[src/sv/tws_pkg.sv]
// Package with shared types, codes and conversion helpers for the temperature window statistics.
`timescale 1ns / 1ps

package tws_pkg;

	localparam int ADC_W = 12;
	localparam int TEMP_W = 8;
	localparam int FILL_W = 6;
	localparam int SCALE_W = 9;
	localparam int PROD_W = ADC_W + SCALE_W;
	localparam int SCALE_SHIFT = 12;

	// Full-scale reference of 3.30 V in hundredths of a degree step.
	localparam logic [SCALE_W-1:0] SCALE_MULT = 9'd330;
	localparam logic [TEMP_W-1:0] DEG_SAT = 8'd255;
	localparam logic [TEMP_W-1:0] MIN_RESET = 8'd255;
	localparam logic [TEMP_W-1:0] MAX_RESET = 8'd0;

	typedef enum logic {
		FUNC_SAMPLE = 1'b0,
		FUNC_CLEAR  = 1'b1
	} func_t;

	typedef enum logic [1:0] {
		ST_IDLE,
		ST_UPDATE,
		ST_DIVIDE,
		ST_DONE
	} state_t;

	typedef struct packed {
		logic in_ready;
		logic ram_we;
		logic div_step;
		logic load_out;
	} ctrl_t;

	// Converts a raw code to whole degrees, floor(code * 330 / 4096), saturated.
	function automatic logic [TEMP_W-1:0] to_degrees(input logic [ADC_W-1:0] code);
		logic [PROD_W-1:0] prod;
		logic [PROD_W-SCALE_SHIFT-1:0] deg;
		prod = PROD_W'(code) * PROD_W'(SCALE_MULT);
		deg = prod[PROD_W-1:SCALE_SHIFT];
		if (deg > (PROD_W - SCALE_SHIFT)'(DEG_SAT)) begin
			return DEG_SAT;
		end
		return deg[TEMP_W-1:0];
	endfunction

endpackage

[src/sv/tws_sample_if.sv]
// Request channel carrying one sample or clear command.
`timescale 1ns / 1ps

interface tws_sample_if;
	logic valid;
	logic ready;
	logic func;
	logic [tws_pkg::ADC_W-1:0] adc_code;

	modport source (output valid, output func, output adc_code, input ready);
	modport sink (input valid, input func, input adc_code, output ready);
endinterface

[src/sv/tws_result_if.sv]
// Result channel carrying the statistics reported for each request.
`timescale 1ns / 1ps

interface tws_result_if;
	logic valid;
	logic ready;
	logic [tws_pkg::TEMP_W-1:0] current_temp;
	logic [tws_pkg::TEMP_W-1:0] average_temp;
	logic [tws_pkg::TEMP_W-1:0] max_temp;
	logic [tws_pkg::TEMP_W-1:0] min_temp;
	logic [tws_pkg::FILL_W-1:0] fill_count;

	modport source (output valid, output current_temp, output average_temp, output max_temp,
		output min_temp, output fill_count, input ready);
	modport sink (input valid, input current_temp, input average_temp, input max_temp,
		input min_temp, input fill_count, output ready);
endinterface

[src/sv/temperature_window_statistics_unit.sv]
// Top level of the temperature window statistics unit.
`timescale 1ns / 1ps
// Usage: requests arrive on the samples channel (valid/ready). A request with func set to
// sample carries a 12-bit sensor code; it is converted to whole degrees, stored in a circular
// window of the last WINDOW_DEPTH values, and one result is returned on the results channel:
// current temperature, truncated window mean, running max and min, and the window fill count.
// A request with func set to clear empties the window and returns 0/0/0/255/0.
// Sequence: the oldest window entry is read from the RAM as a sample request is accepted,
// the update state writes the new value and updates sum, count, max and min, and the divide
// state runs the restoring divider that forms the mean one quotient bit per cycle; the done
// state loads the result once the output register is free. A clear request goes straight to
// the done state. Only one request is in flight at a time.
// The result sits in an output register, so a new request is taken while an earlier result
// still waits; if the receiver stalls, the finished next result waits in the block until the
// output register frees, and no further request is accepted meanwhile.
// Reset: arst_n clears the window pointer, fill count, sum, max (0) and min (255). The window
// RAM itself is not cleared; entries are only used once the fill count shows they were written.

module temperature_window_statistics_unit #(
	parameter int WINDOW_DEPTH = 50
) (
	input  logic                clk,
	input  logic                arst_n,
	tws_sample_if.sink          samples,
	tws_result_if.source        results
);

	localparam int PTR_W = $clog2(WINDOW_DEPTH);
	localparam int CNT_W = $clog2(WINDOW_DEPTH + 1);
	localparam int SUM_W = $clog2(WINDOW_DEPTH * 255 + 1);
	// The mean never exceeds 255, so the divisor shifted by up to 7 fits here.
	localparam int DIV_W = CNT_W + tws_pkg::TEMP_W;
	localparam int BIT_W = $clog2(tws_pkg::TEMP_W);

	tws_pkg::state_t state_q, state_next;
	tws_pkg::ctrl_t  ctrl;

	logic [PTR_W-1:0]           wptr_q;
	logic [CNT_W-1:0]           cnt_q;
	logic [SUM_W-1:0]           sum_q;
	logic [tws_pkg::TEMP_W-1:0] max_q;
	logic [tws_pkg::TEMP_W-1:0] min_q;
	logic [tws_pkg::TEMP_W-1:0] cur_q;

	// Divider state: partial remainder, quotient and the quotient bit being decided.
	logic [SUM_W-1:0]           rem_q;
	logic [tws_pkg::TEMP_W-1:0] quo_q;
	logic [BIT_W-1:0]           bit_q;

	logic                       out_valid_q;
	logic                       accept;
	logic                       is_clear;
	logic                       out_free;
	logic                       full;
	logic [tws_pkg::TEMP_W-1:0] ram_rdata;
	logic [tws_pkg::TEMP_W-1:0] oldest;
	logic [SUM_W-1:0]           sum_next;
	logic [CNT_W-1:0]           cnt_next;
	logic [PTR_W-1:0]           wptr_next;
	logic [DIV_W-1:0]           trial;
	logic [DIV_W-1:0]           rem_ext;
	logic                       take;
	logic [CNT_W+tws_pkg::FILL_W-1:0] cnt_wide;

	assign accept   = samples.valid && samples.ready;
	assign is_clear = (samples.func == tws_pkg::FUNC_CLEAR);
	assign out_free = !out_valid_q || results.ready;
	assign samples.ready = ctrl.in_ready;

	// The window RAM holds one converted temperature per slot.
	tws_ram #(
		.WIDTH (tws_pkg::TEMP_W),
		.DEPTH (WINDOW_DEPTH)
	) u_window (
		.clk   (clk),
		.we    (ctrl.ram_we),
		.waddr (wptr_q),
		.wdata (cur_q),
		.raddr (wptr_q),
		.rdata (ram_rdata)
	);

	// Once the window is full, the slot about to be overwritten holds the oldest sample,
	// whose value leaves the sum.
	assign full      = (cnt_q == CNT_W'(WINDOW_DEPTH));
	assign oldest    = full ? ram_rdata : '0;
	assign sum_next  = sum_q - SUM_W'(oldest) + SUM_W'(cur_q);
	assign cnt_next  = full ? cnt_q : cnt_q + 1'b1;
	assign wptr_next = (wptr_q == PTR_W'(WINDOW_DEPTH - 1)) ? '0 : wptr_q + 1'b1;

	// Restoring division step: try to subtract count shifted to the current quotient bit.
	assign trial   = DIV_W'(cnt_q) << bit_q;
	assign rem_ext = DIV_W'(rem_q);
	assign take    = (rem_ext >= trial);

	// Next-state logic.
	always_comb begin
		state_next = state_q;
		case (state_q)
			tws_pkg::ST_IDLE: begin
				if (samples.valid) begin
					state_next = is_clear ? tws_pkg::ST_DONE : tws_pkg::ST_UPDATE;
				end
			end
			tws_pkg::ST_UPDATE: begin
				state_next = tws_pkg::ST_DIVIDE;
			end
			tws_pkg::ST_DIVIDE: begin
				if (bit_q == '0) begin
					state_next = tws_pkg::ST_DONE;
				end
			end
			tws_pkg::ST_DONE: begin
				if (out_free) begin
					state_next = tws_pkg::ST_IDLE;
				end
			end
			default: begin
				state_next = tws_pkg::ST_IDLE;
			end
		endcase
	end

	// Control outputs of the sequencer.
	always_comb begin
		ctrl = '0;
		case (state_q)
			tws_pkg::ST_IDLE: begin
				ctrl.in_ready = 1'b1;
			end
			tws_pkg::ST_UPDATE: begin
				ctrl.ram_we = 1'b1;
			end
			tws_pkg::ST_DIVIDE: begin
				ctrl.div_step = 1'b1;
			end
			tws_pkg::ST_DONE: begin
				ctrl.load_out = out_free;
			end
			default: begin
				ctrl = '0;
			end
		endcase
	end

	always_ff @(posedge clk or negedge arst_n) begin
		if (!arst_n) begin
			state_q <= tws_pkg::ST_IDLE;
		end else begin
			state_q <= state_next;
		end
	end

	// Window bookkeeping and running extremes.
	always_ff @(posedge clk or negedge arst_n) begin
		if (!arst_n) begin
			wptr_q <= '0;
			cnt_q  <= '0;
			sum_q  <= '0;
			max_q  <= tws_pkg::MAX_RESET;
			min_q  <= tws_pkg::MIN_RESET;
		end else if (accept && is_clear) begin
			wptr_q <= '0;
			cnt_q  <= '0;
			sum_q  <= '0;
			max_q  <= tws_pkg::MAX_RESET;
			min_q  <= tws_pkg::MIN_RESET;
		end else if (ctrl.ram_we) begin
			wptr_q <= wptr_next;
			cnt_q  <= cnt_next;
			sum_q  <= sum_next;
			if (cur_q > max_q) begin
				max_q <= cur_q;
			end
			if (cur_q < min_q) begin
				min_q <= cur_q;
			end
		end
	end

	// Converted sample and divider datapath.
	always_ff @(posedge clk) begin
		if (accept) begin
			cur_q <= is_clear ? '0 : tws_pkg::to_degrees(samples.adc_code);
			quo_q <= '0;
		end else if (ctrl.ram_we) begin
			rem_q <= sum_next;
			quo_q <= '0;
			bit_q <= BIT_W'(tws_pkg::TEMP_W - 1);
		end else if (ctrl.div_step) begin
			if (take) begin
				rem_q        <= SUM_W'(rem_ext - trial);
				quo_q[bit_q] <= 1'b1;
			end
			bit_q <= bit_q - 1'b1;
		end
	end

	// Output register.
	always_ff @(posedge clk or negedge arst_n) begin
		if (!arst_n) begin
			out_valid_q <= 1'b0;
		end else if (ctrl.load_out) begin
			out_valid_q <= 1'b1;
		end else if (results.ready) begin
			out_valid_q <= 1'b0;
		end
	end

	assign cnt_wide = (CNT_W + tws_pkg::FILL_W)'(cnt_q);

	always_ff @(posedge clk) begin
		if (ctrl.load_out) begin
			results.current_temp <= cur_q;
			results.average_temp <= quo_q;
			results.max_temp     <= max_q;
			results.min_temp     <= min_q;
			results.fill_count   <= cnt_wide[tws_pkg::FILL_W-1:0];
		end
	end

	assign results.valid = out_valid_q;

	// The fill count never passes the window depth.
	a_cnt_bound: assert property (@(posedge clk) disable iff (!arst_n)
		cnt_q <= CNT_W'(WINDOW_DEPTH))
		else $error("fill count exceeds window depth");

	// An accepted request always starts the sequencer.
	a_accept_starts: assert property (@(posedge clk) disable iff (!arst_n)
		accept |=> state_q != tws_pkg::ST_IDLE)
		else $error("accepted request did not start processing");

	// A loaded result is presented on the next cycle.
	a_load_shows: assert property (@(posedge clk) disable iff (!arst_n)
		ctrl.load_out |=> results.valid)
		else $error("loaded result not presented");

	// With samples in the window, the maximum is never below the minimum.
	a_extremes: assert property (@(posedge clk) disable iff (!arst_n)
		cnt_q != '0 |-> max_q >= min_q)
		else $error("running max below running min");

endmodule

[src/sv/tws_ram.sv]
// Generic single-port-write, single-port-read RAM with registered read data.
`timescale 1ns / 1ps

module tws_ram #(
	parameter int WIDTH = 8,
	parameter int DEPTH = 50
) (
	input  logic                     clk,
	input  logic                     we,
	input  logic [$clog2(DEPTH)-1:0] waddr,
	input  logic [WIDTH-1:0]         wdata,
	input  logic [$clog2(DEPTH)-1:0] raddr,
	output logic [WIDTH-1:0]         rdata
);

	logic [WIDTH-1:0] mem [DEPTH];

	always_ff @(posedge clk) begin
		if (we) begin
			mem[waddr] <= wdata;
		end
		rdata <= mem[raddr];
	end

endmodule

[src/flat_wrapper.sv]
// flat-port wrapper written by rule: the top's interface ports become plain ports
module temperature_window_statistics_unit_flat 
#(
	parameter int WINDOW_DEPTH = 50
)
  (clk, arst_n, samples_valid, samples_func, samples_adc_code, samples_ready, results_valid, results_current_temp, results_average_temp, results_max_temp, results_min_temp, results_fill_count, results_ready);
  tws_sample_if samples_i ();
  tws_result_if results_i ();
  input  logic clk;
  input  logic arst_n;
  input wire logic [$bits(samples_i.valid)-1:0] samples_valid;
  input wire logic [$bits(samples_i.func)-1:0] samples_func;
  input wire logic [$bits(samples_i.adc_code)-1:0] samples_adc_code;
  output wire logic [$bits(samples_i.ready)-1:0] samples_ready;
  output wire logic [$bits(results_i.valid)-1:0] results_valid;
  output wire logic [$bits(results_i.current_temp)-1:0] results_current_temp;
  output wire logic [$bits(results_i.average_temp)-1:0] results_average_temp;
  output wire logic [$bits(results_i.max_temp)-1:0] results_max_temp;
  output wire logic [$bits(results_i.min_temp)-1:0] results_min_temp;
  output wire logic [$bits(results_i.fill_count)-1:0] results_fill_count;
  input wire logic [$bits(results_i.ready)-1:0] results_ready;
  assign samples_i.valid = samples_valid;
  assign samples_i.func = samples_func;
  assign samples_i.adc_code = samples_adc_code;
  assign samples_ready = samples_i.ready;
  assign results_valid = results_i.valid;
  assign results_current_temp = results_i.current_temp;
  assign results_average_temp = results_i.average_temp;
  assign results_max_temp = results_i.max_temp;
  assign results_min_temp = results_i.min_temp;
  assign results_fill_count = results_i.fill_count;
  assign results_i.ready = results_ready;
  temperature_window_statistics_unit #(.WINDOW_DEPTH(WINDOW_DEPTH)) u_core (.clk(clk), .arst_n(arst_n), .samples(samples_i), .results(results_i));
endmodule
[config.mk]
export PLATFORM = sky130hd
export DESIGN_NAME = temperature_window_statistics_unit_flat
export DESIGN_NICKNAME = d
export VERILOG_FILES = /design/src/sv/tws_pkg.sv /design/src/sv/tws_sample_if.sv /design/src/sv/tws_result_if.sv /design/src/sv/temperature_window_statistics_unit.sv /design/src/sv/tws_ram.sv /design/src/flat_wrapper.sv
export SDC_FILE = /design/constraint.sdc
export NUM_CORES = 1
export LEC_CHECK = 0
export BUFFER_PORTS_ARGS = -buffer_cell sky130_fd_sc_hd__buf_4
export CORE_ASPECT_RATIO = 0.5
export CORE_MARGIN = 2
export CORE_UTILIZATION = 40
export CTS_BUF_LIST = sky130_fd_sc_hd__clkbuf_4 sky130_fd_sc_hd__clkbuf_8
export CTS_CLUSTER_DIAMETER = 150
export DETAILED_ROUTE_END_ITERATION = 16
export GPL_TIMING_DRIVEN = 0
export PLACE_DENSITY = 0.55
export RECOVER_POWER = 25
export SLEW_MARGIN = 40
export SYNTH_ARGS = -nofsm -noshare
export SYNTH_HDL_FRONTEND = slang
export SYNTH_SLANG_ARGS = --single-unit
[constraint.sdc]
create_clock -name clk -period 3.8 [get_ports clk]
set_clock_uncertainty 0.15 [all_clocks]
set_input_delay 0 -clock clk [delete_from_list [all_inputs] [get_ports clk]]
set_output_delay 0 -clock clk [all_outputs]
set_load 0.02 [all_outputs]
==> metrics list <==
- Critical path start-end classification: reg2reg
- Antenna cell count: 0
- The HPWL after detailed placement is 44200 um.
- Before CTS, the worst setup slack after placement is -0.642 ns.
- The final count of hold timing violations came to 0.
* Number of standard-cell rows in the floorplan: 62
* Final period utilization: 100%
- After clock tree synthesis, the clock-pin slew on the worst setup and hold paths is 0.07 ns.
- Number of enable flip-flop cells after synthesis: 463
- The worst setup path is launched from a flop.
- Fraction of final layout cells sized beyond drive strength 1: 22.7%
- Setup-failing EPs final: 2
- Average cell area after synthesis: 14.7 um2
* Count of unique library cells instantiated by Yosys: 70
* Vert. Die Dim: 176 um
* Fillers: 5091
- Effective utilization at floorplan: 40.9%
- RSZ-0062 raised after global routing: yes
* Number of flip-flops under the largest register name: 400
* Via total after detailed routing: 14.8k
- CP Launch Point: u_core.wptr_q[1]
* Number of violations of the max-capacitance limit: 1
* Multi-input logic area: 7950 um2
- Clock net sink count: 524
- Placed cell areas: 25500 um2
* CP required: 3.94 ns
- In the synthesized netlist the async set-or-reset flop fraction comes to 8.59%.
- Fraction of the yosys area taken by sequential cells: 64.9%
- CTS tree: built
* Accumulated negative setup slack: -0.00199 ns
- Leakage: 9.92 nW
- Post-detailed-route wirelength per cell: 25.0 um
- Worst slew pin tran: 2.09 ns
- Max-slew violations: 38
- Register with the most flip-flops: u_core.u_window.mem
- Number of global-route vias before repair: 14.7k
- The setup check on the worst reg-to-reg path leaves a slack of -0.002 ns.
- Global-route wire length before repair: 96600 um
- Via/cell ratio: 5.61
- Worst-case reg-to-reg path depth: 7
* Number of buffers created by CTS: 80
- Util after Layout: 47.6%
- Antenna violations before repair: 1
* Dominant synthesized flop cell: sky130_fd_sc_hd__edfxtp_1
- In this run the tightest slew margin relative to its limit is -39.3%.
* R2r endpoint: u_core.u_window.mem[18][0]
- The flow ran to the end, but the final reports show violations.
* Maximum number of pins on one net before global-route repair: 39
- Chip Width: 348 um
* Post-synthesis to final-layout area growth: 16.4%
- For the finished layout, the period the worst path requires is 3.80 ns.
- Total nets after synthesis: 1758
- All-Layer GR Usage: 21.7%
- Crit path arrival time: 3.94 ns
- After synthesis the cells add up to 23700 um2.
* Sequence of cells on the critical path: buf_2, buf_4, buf_2, buf_2, buf_2, nand3_2, nor2_2
* Cell count after synthesis: 1614
- For this run, the slowest stage of the critical path takes 0.61 ns.
* I/O pin total: 57
- Based on the critical path, the design can be clocked at up to 0.263 GHz.
- Slowest cell on the critical path: sky130_fd_sc_hd__nor2_2
- In this run the deepest clock path goes through 3 buffers.
* Worst skew pair latency: 0.67 ns
* Max Fanout on Critical Path: 10
- After the last flow step, the layout net total stands at 1949.
* Total wirelength of the detailed-routed design: 66000 um
- Clock tree synthesis selected as its root buffer the cell sky130_fd_sc_hd__clkbuf_8.
* CP Capture Type: flop
- The H-tree was split into 3 levels.
* Layout Cell Area excl Fill: 27600 um2
- Worst ir drop on vdd: 280 uV
- The count of buffers added on input and output ports is 56.
- Violations in the final reports: capacitance limit, slew limit, setup timing
* Area of the die: 61300 um2
* Core region area: 57900 um2
- By instance count, the cell type seen most on the critical path is sky130_fd_sc_hd__buf_2.
- In this run the critical register-to-register path is launched from u_core.wptr_q[1].
- Following the worst setup path forward leads to its endpoint at u_core.u_window.mem[18][0].
- In this run the power density over the cells is 807 nW/um2.
- Remaining number of nets flagged by the antenna check after routing: 0
- The tightest min-delay check is of the in2reg type.
- Drt drc: 0
* Final estimated routing congestion in global placement: 0.947
* Flip-flop and latch count after synthesis: 524
- Registers take 15400 um2.
* Least setup slack across all paths after layout: -0.00180 ns
- The first routing iteration left 1565 violations.
- The first TritonRoute pass finished after 7 iterations.
- GRT overflow: 0
* Total of warnings raised by yosys: 0
layout by cell type, fill, tap and decap left out, types with 10 or more instances in the layout:
master / count
sky130_fd_sc_hd__o21ai_0: 45
sky130_fd_sc_hd__ha_1: 101
sky130_fd_sc_hd__fa_1: 21
sky130_fd_sc_hd__nand2b_1: 10
sky130_fd_sc_hd__a221oi_1: 27
sky130_fd_sc_hd__nor2_1: 74
sky130_fd_sc_hd__buf_6: 26
sky130_fd_sc_hd__o211ai_1: 21
sky130_fd_sc_hd__a22oi_1: 22
sky130_fd_sc_hd__nor2b_1: 12
sky130_fd_sc_hd__mux4_2: 45
sky130_fd_sc_hd__dfxtp_1: 16
sky130_fd_sc_hd__o22ai_1: 15
sky130_fd_sc_hd__mux2_2: 25
sky130_fd_sc_hd__a21o_1: 16
sky130_fd_sc_hd__nand3_1: 17
sky130_fd_sc_hd__clkinv_2: 20
sky130_fd_sc_hd__buf_2: 19
sky130_fd_sc_hd__inv_1: 85
sky130_fd_sc_hd__dfrtp_1: 34
sky130_fd_sc_hd__nand2_1: 77
sky130_fd_sc_hd__and2_1: 13
sky130_fd_sc_hd__buf_4: 72
sky130_fd_sc_hd__xor2_1: 12
sky130_fd_sc_hd__xnor2_1: 21
sky130_fd_sc_hd__clkbuf_8: 84
sky130_fd_sc_hd__o21a_1: 10
sky130_fd_sc_hd__clkbuf_4: 25
sky130_fd_sc_hd__clkbuf_1: 36
sky130_fd_sc_hd__mux2i_1: 55
sky130_fd_sc_hd__clkinv_1: 16
sky130_fd_sc_hd__nor3_1: 17
sky130_fd_sc_hd__a22o_1: 11
sky130_fd_sc_hd__nor2_2: 33
sky130_fd_sc_hd__a21oi_1: 83
sky130_fd_sc_hd__edfxtp_1: 463
sky130_fd_sc_hd__nor2_4: 16
worst max-delay path, delay by kind of cell (launching register included):
kind / cells / cell delay, ns
DFF: 1 / 0.34
and+or+nand+nor: 2 / 1.03
buffers and inverters: 5 / 1.90
synthesized netlist by cell type (6+ instances only):
library cell / n / share of area (%)
sky130_fd_sc_hd__a211oi_1: 10 / 0.32
sky130_fd_sc_hd__a21o_1: 16 / 0.51
sky130_fd_sc_hd__a21oi_1: 84 / 1.8
sky130_fd_sc_hd__a221oi_1: 27 / 1.0
sky130_fd_sc_hd__a22o_1: 11 / 0.41
sky130_fd_sc_hd__a22oi_1: 22 / 0.70
sky130_fd_sc_hd__a31oi_1: 6 / 0.16
sky130_fd_sc_hd__and2_1: 15 / 0.40
sky130_fd_sc_hd__and3_1: 7 / 0.18
sky130_fd_sc_hd__and4_1: 7 / 0.26
sky130_fd_sc_hd__buf_1: 7 / 0.11
sky130_fd_sc_hd__buf_2: 17 / 0.36
sky130_fd_sc_hd__buf_4: 9 / 0.29
sky130_fd_sc_hd__clkbuf_1: 39 / 0.62
sky130_fd_sc_hd__dfrtp_1: 37 / 3.9
sky130_fd_sc_hd__dfstp_2: 8 / 0.89
sky130_fd_sc_hd__dfxtp_1: 16 / 1.4
sky130_fd_sc_hd__edfxtp_1: 463 / 59
sky130_fd_sc_hd__fa_1: 22 / 1.9
sky130_fd_sc_hd__ha_1: 105 / 5.5
sky130_fd_sc_hd__inv_1: 85 / 1.3
sky130_fd_sc_hd__mux2_2: 25 / 1.2
sky130_fd_sc_hd__mux2i_1: 56 / 2.4
sky130_fd_sc_hd__mux4_2: 45 / 4.3
sky130_fd_sc_hd__nand2_1: 77 / 1.2
sky130_fd_sc_hd__nand2b_1: 10 / 0.26
sky130_fd_sc_hd__nand3_1: 20 / 0.42
sky130_fd_sc_hd__nor2_1: 122 / 1.9
sky130_fd_sc_hd__nor2b_1: 13 / 0.34
sky130_fd_sc_hd__nor3_1: 19 / 0.40
sky130_fd_sc_hd__o211ai_1: 21 / 0.67
sky130_fd_sc_hd__o21a_1: 11 / 0.35
sky130_fd_sc_hd__o21ai_0: 49 / 1.0
sky130_fd_sc_hd__o22ai_1: 15 / 0.40
sky130_fd_sc_hd__o31ai_1: 10 / 0.32
sky130_fd_sc_hd__xnor2_1: 22 / 0.81
sky130_fd_sc_hd__xor2_1: 12 / 0.44
metrics by stage:
step / hold slack [ns] / total power, mW / cells
after global routing: 0.0640 / 23.5 / 2638
after global placement: -0.0785 / 16.9 / 2438
after floorplan: -0.446 / 13.9 / 1614
after detailed placement: -0.0747 / 17.0 / 2469
final: 0.0633 / 22.3 / 2638
after CTS: 0.0211 / 22.1 / 2628
kinds of logic (layout without fill, tap and decap cells):
family | Yosys count | count (layout) | synth area share [%]
DFF | 524 | 524 | 64.9
AOI/OAI and AO/OA | 321 | 321 | 9.10
and+or+nand+nor | 312 | 313 | 6.08
buffers and inverters | 166 | 421 | 3.07
muxes | 130 | 130 | 8.23
adders and majority gates | 127 | 127 | 7.41
xor gates and xnor gates | 34 | 34 | 1.26
worst min path at each step:
stage	endpoint	slack (ns)	cells after the start	from
2_1_floorplan	u_core.cnt_q[0]	-0.45	0	arst_n
3_3_place_gp	u_core.max_q[1]	-0.08	1	arst_n
3_5_place_dp	u_core.max_q[0]	-0.07	1	arst_n
4_1_cts	u_core.results.valid	0.02	4	results_ready
5_1_grt	u_core.results.valid	0.06	4	results_ready
6_report	u_core.results.valid	0.06	4	results_ready
area by class of cell:
type	count	share of cell area [%]
timing repair buffer	112	3.43
clock inverter	41	1.04
inverter	88	1.20
sequential	524	55.8
multi-input combinational	925	28.9
clock buffer	106	4.79
buffer	74	1.43
tap	768	3.49
what timing repair did:
action,CTS,global route
cloned,0,1
setup endpoints to repair,155,248
setup buffers,6,12
endpoints found under the hold margin,79,0
hold buffers,8,0
gates resized for setup,36,32
pin swaps,6,8
layer usage:
| metal | global-route usage [%] | vias up | routed length, um | part of all wire, % |
|---|---|---|---|---|
| li1 | - | 6595 | - | - |
| met1 | 30.4 | 7489 | 29200 | 44 |
| met2 | 33.6 | 603 | 29700 | 45 |
| met3 | 4.80 | 110 | 5240 | 7.9 |
| met4 | 7.05 | 2 | 1880 | 2.8 |
| met5 | 0 | - | 13 | 0.020 |
power by group:
part           switching, mW  leakage [nW]  internal [mW]
clock                   2.29         0.857           2.49
sequential             0.366          4.87           7.40
combinational           6.03          4.19           3.67
total                   8.69          9.92           13.6
Power figures use the tool's default switching activity.
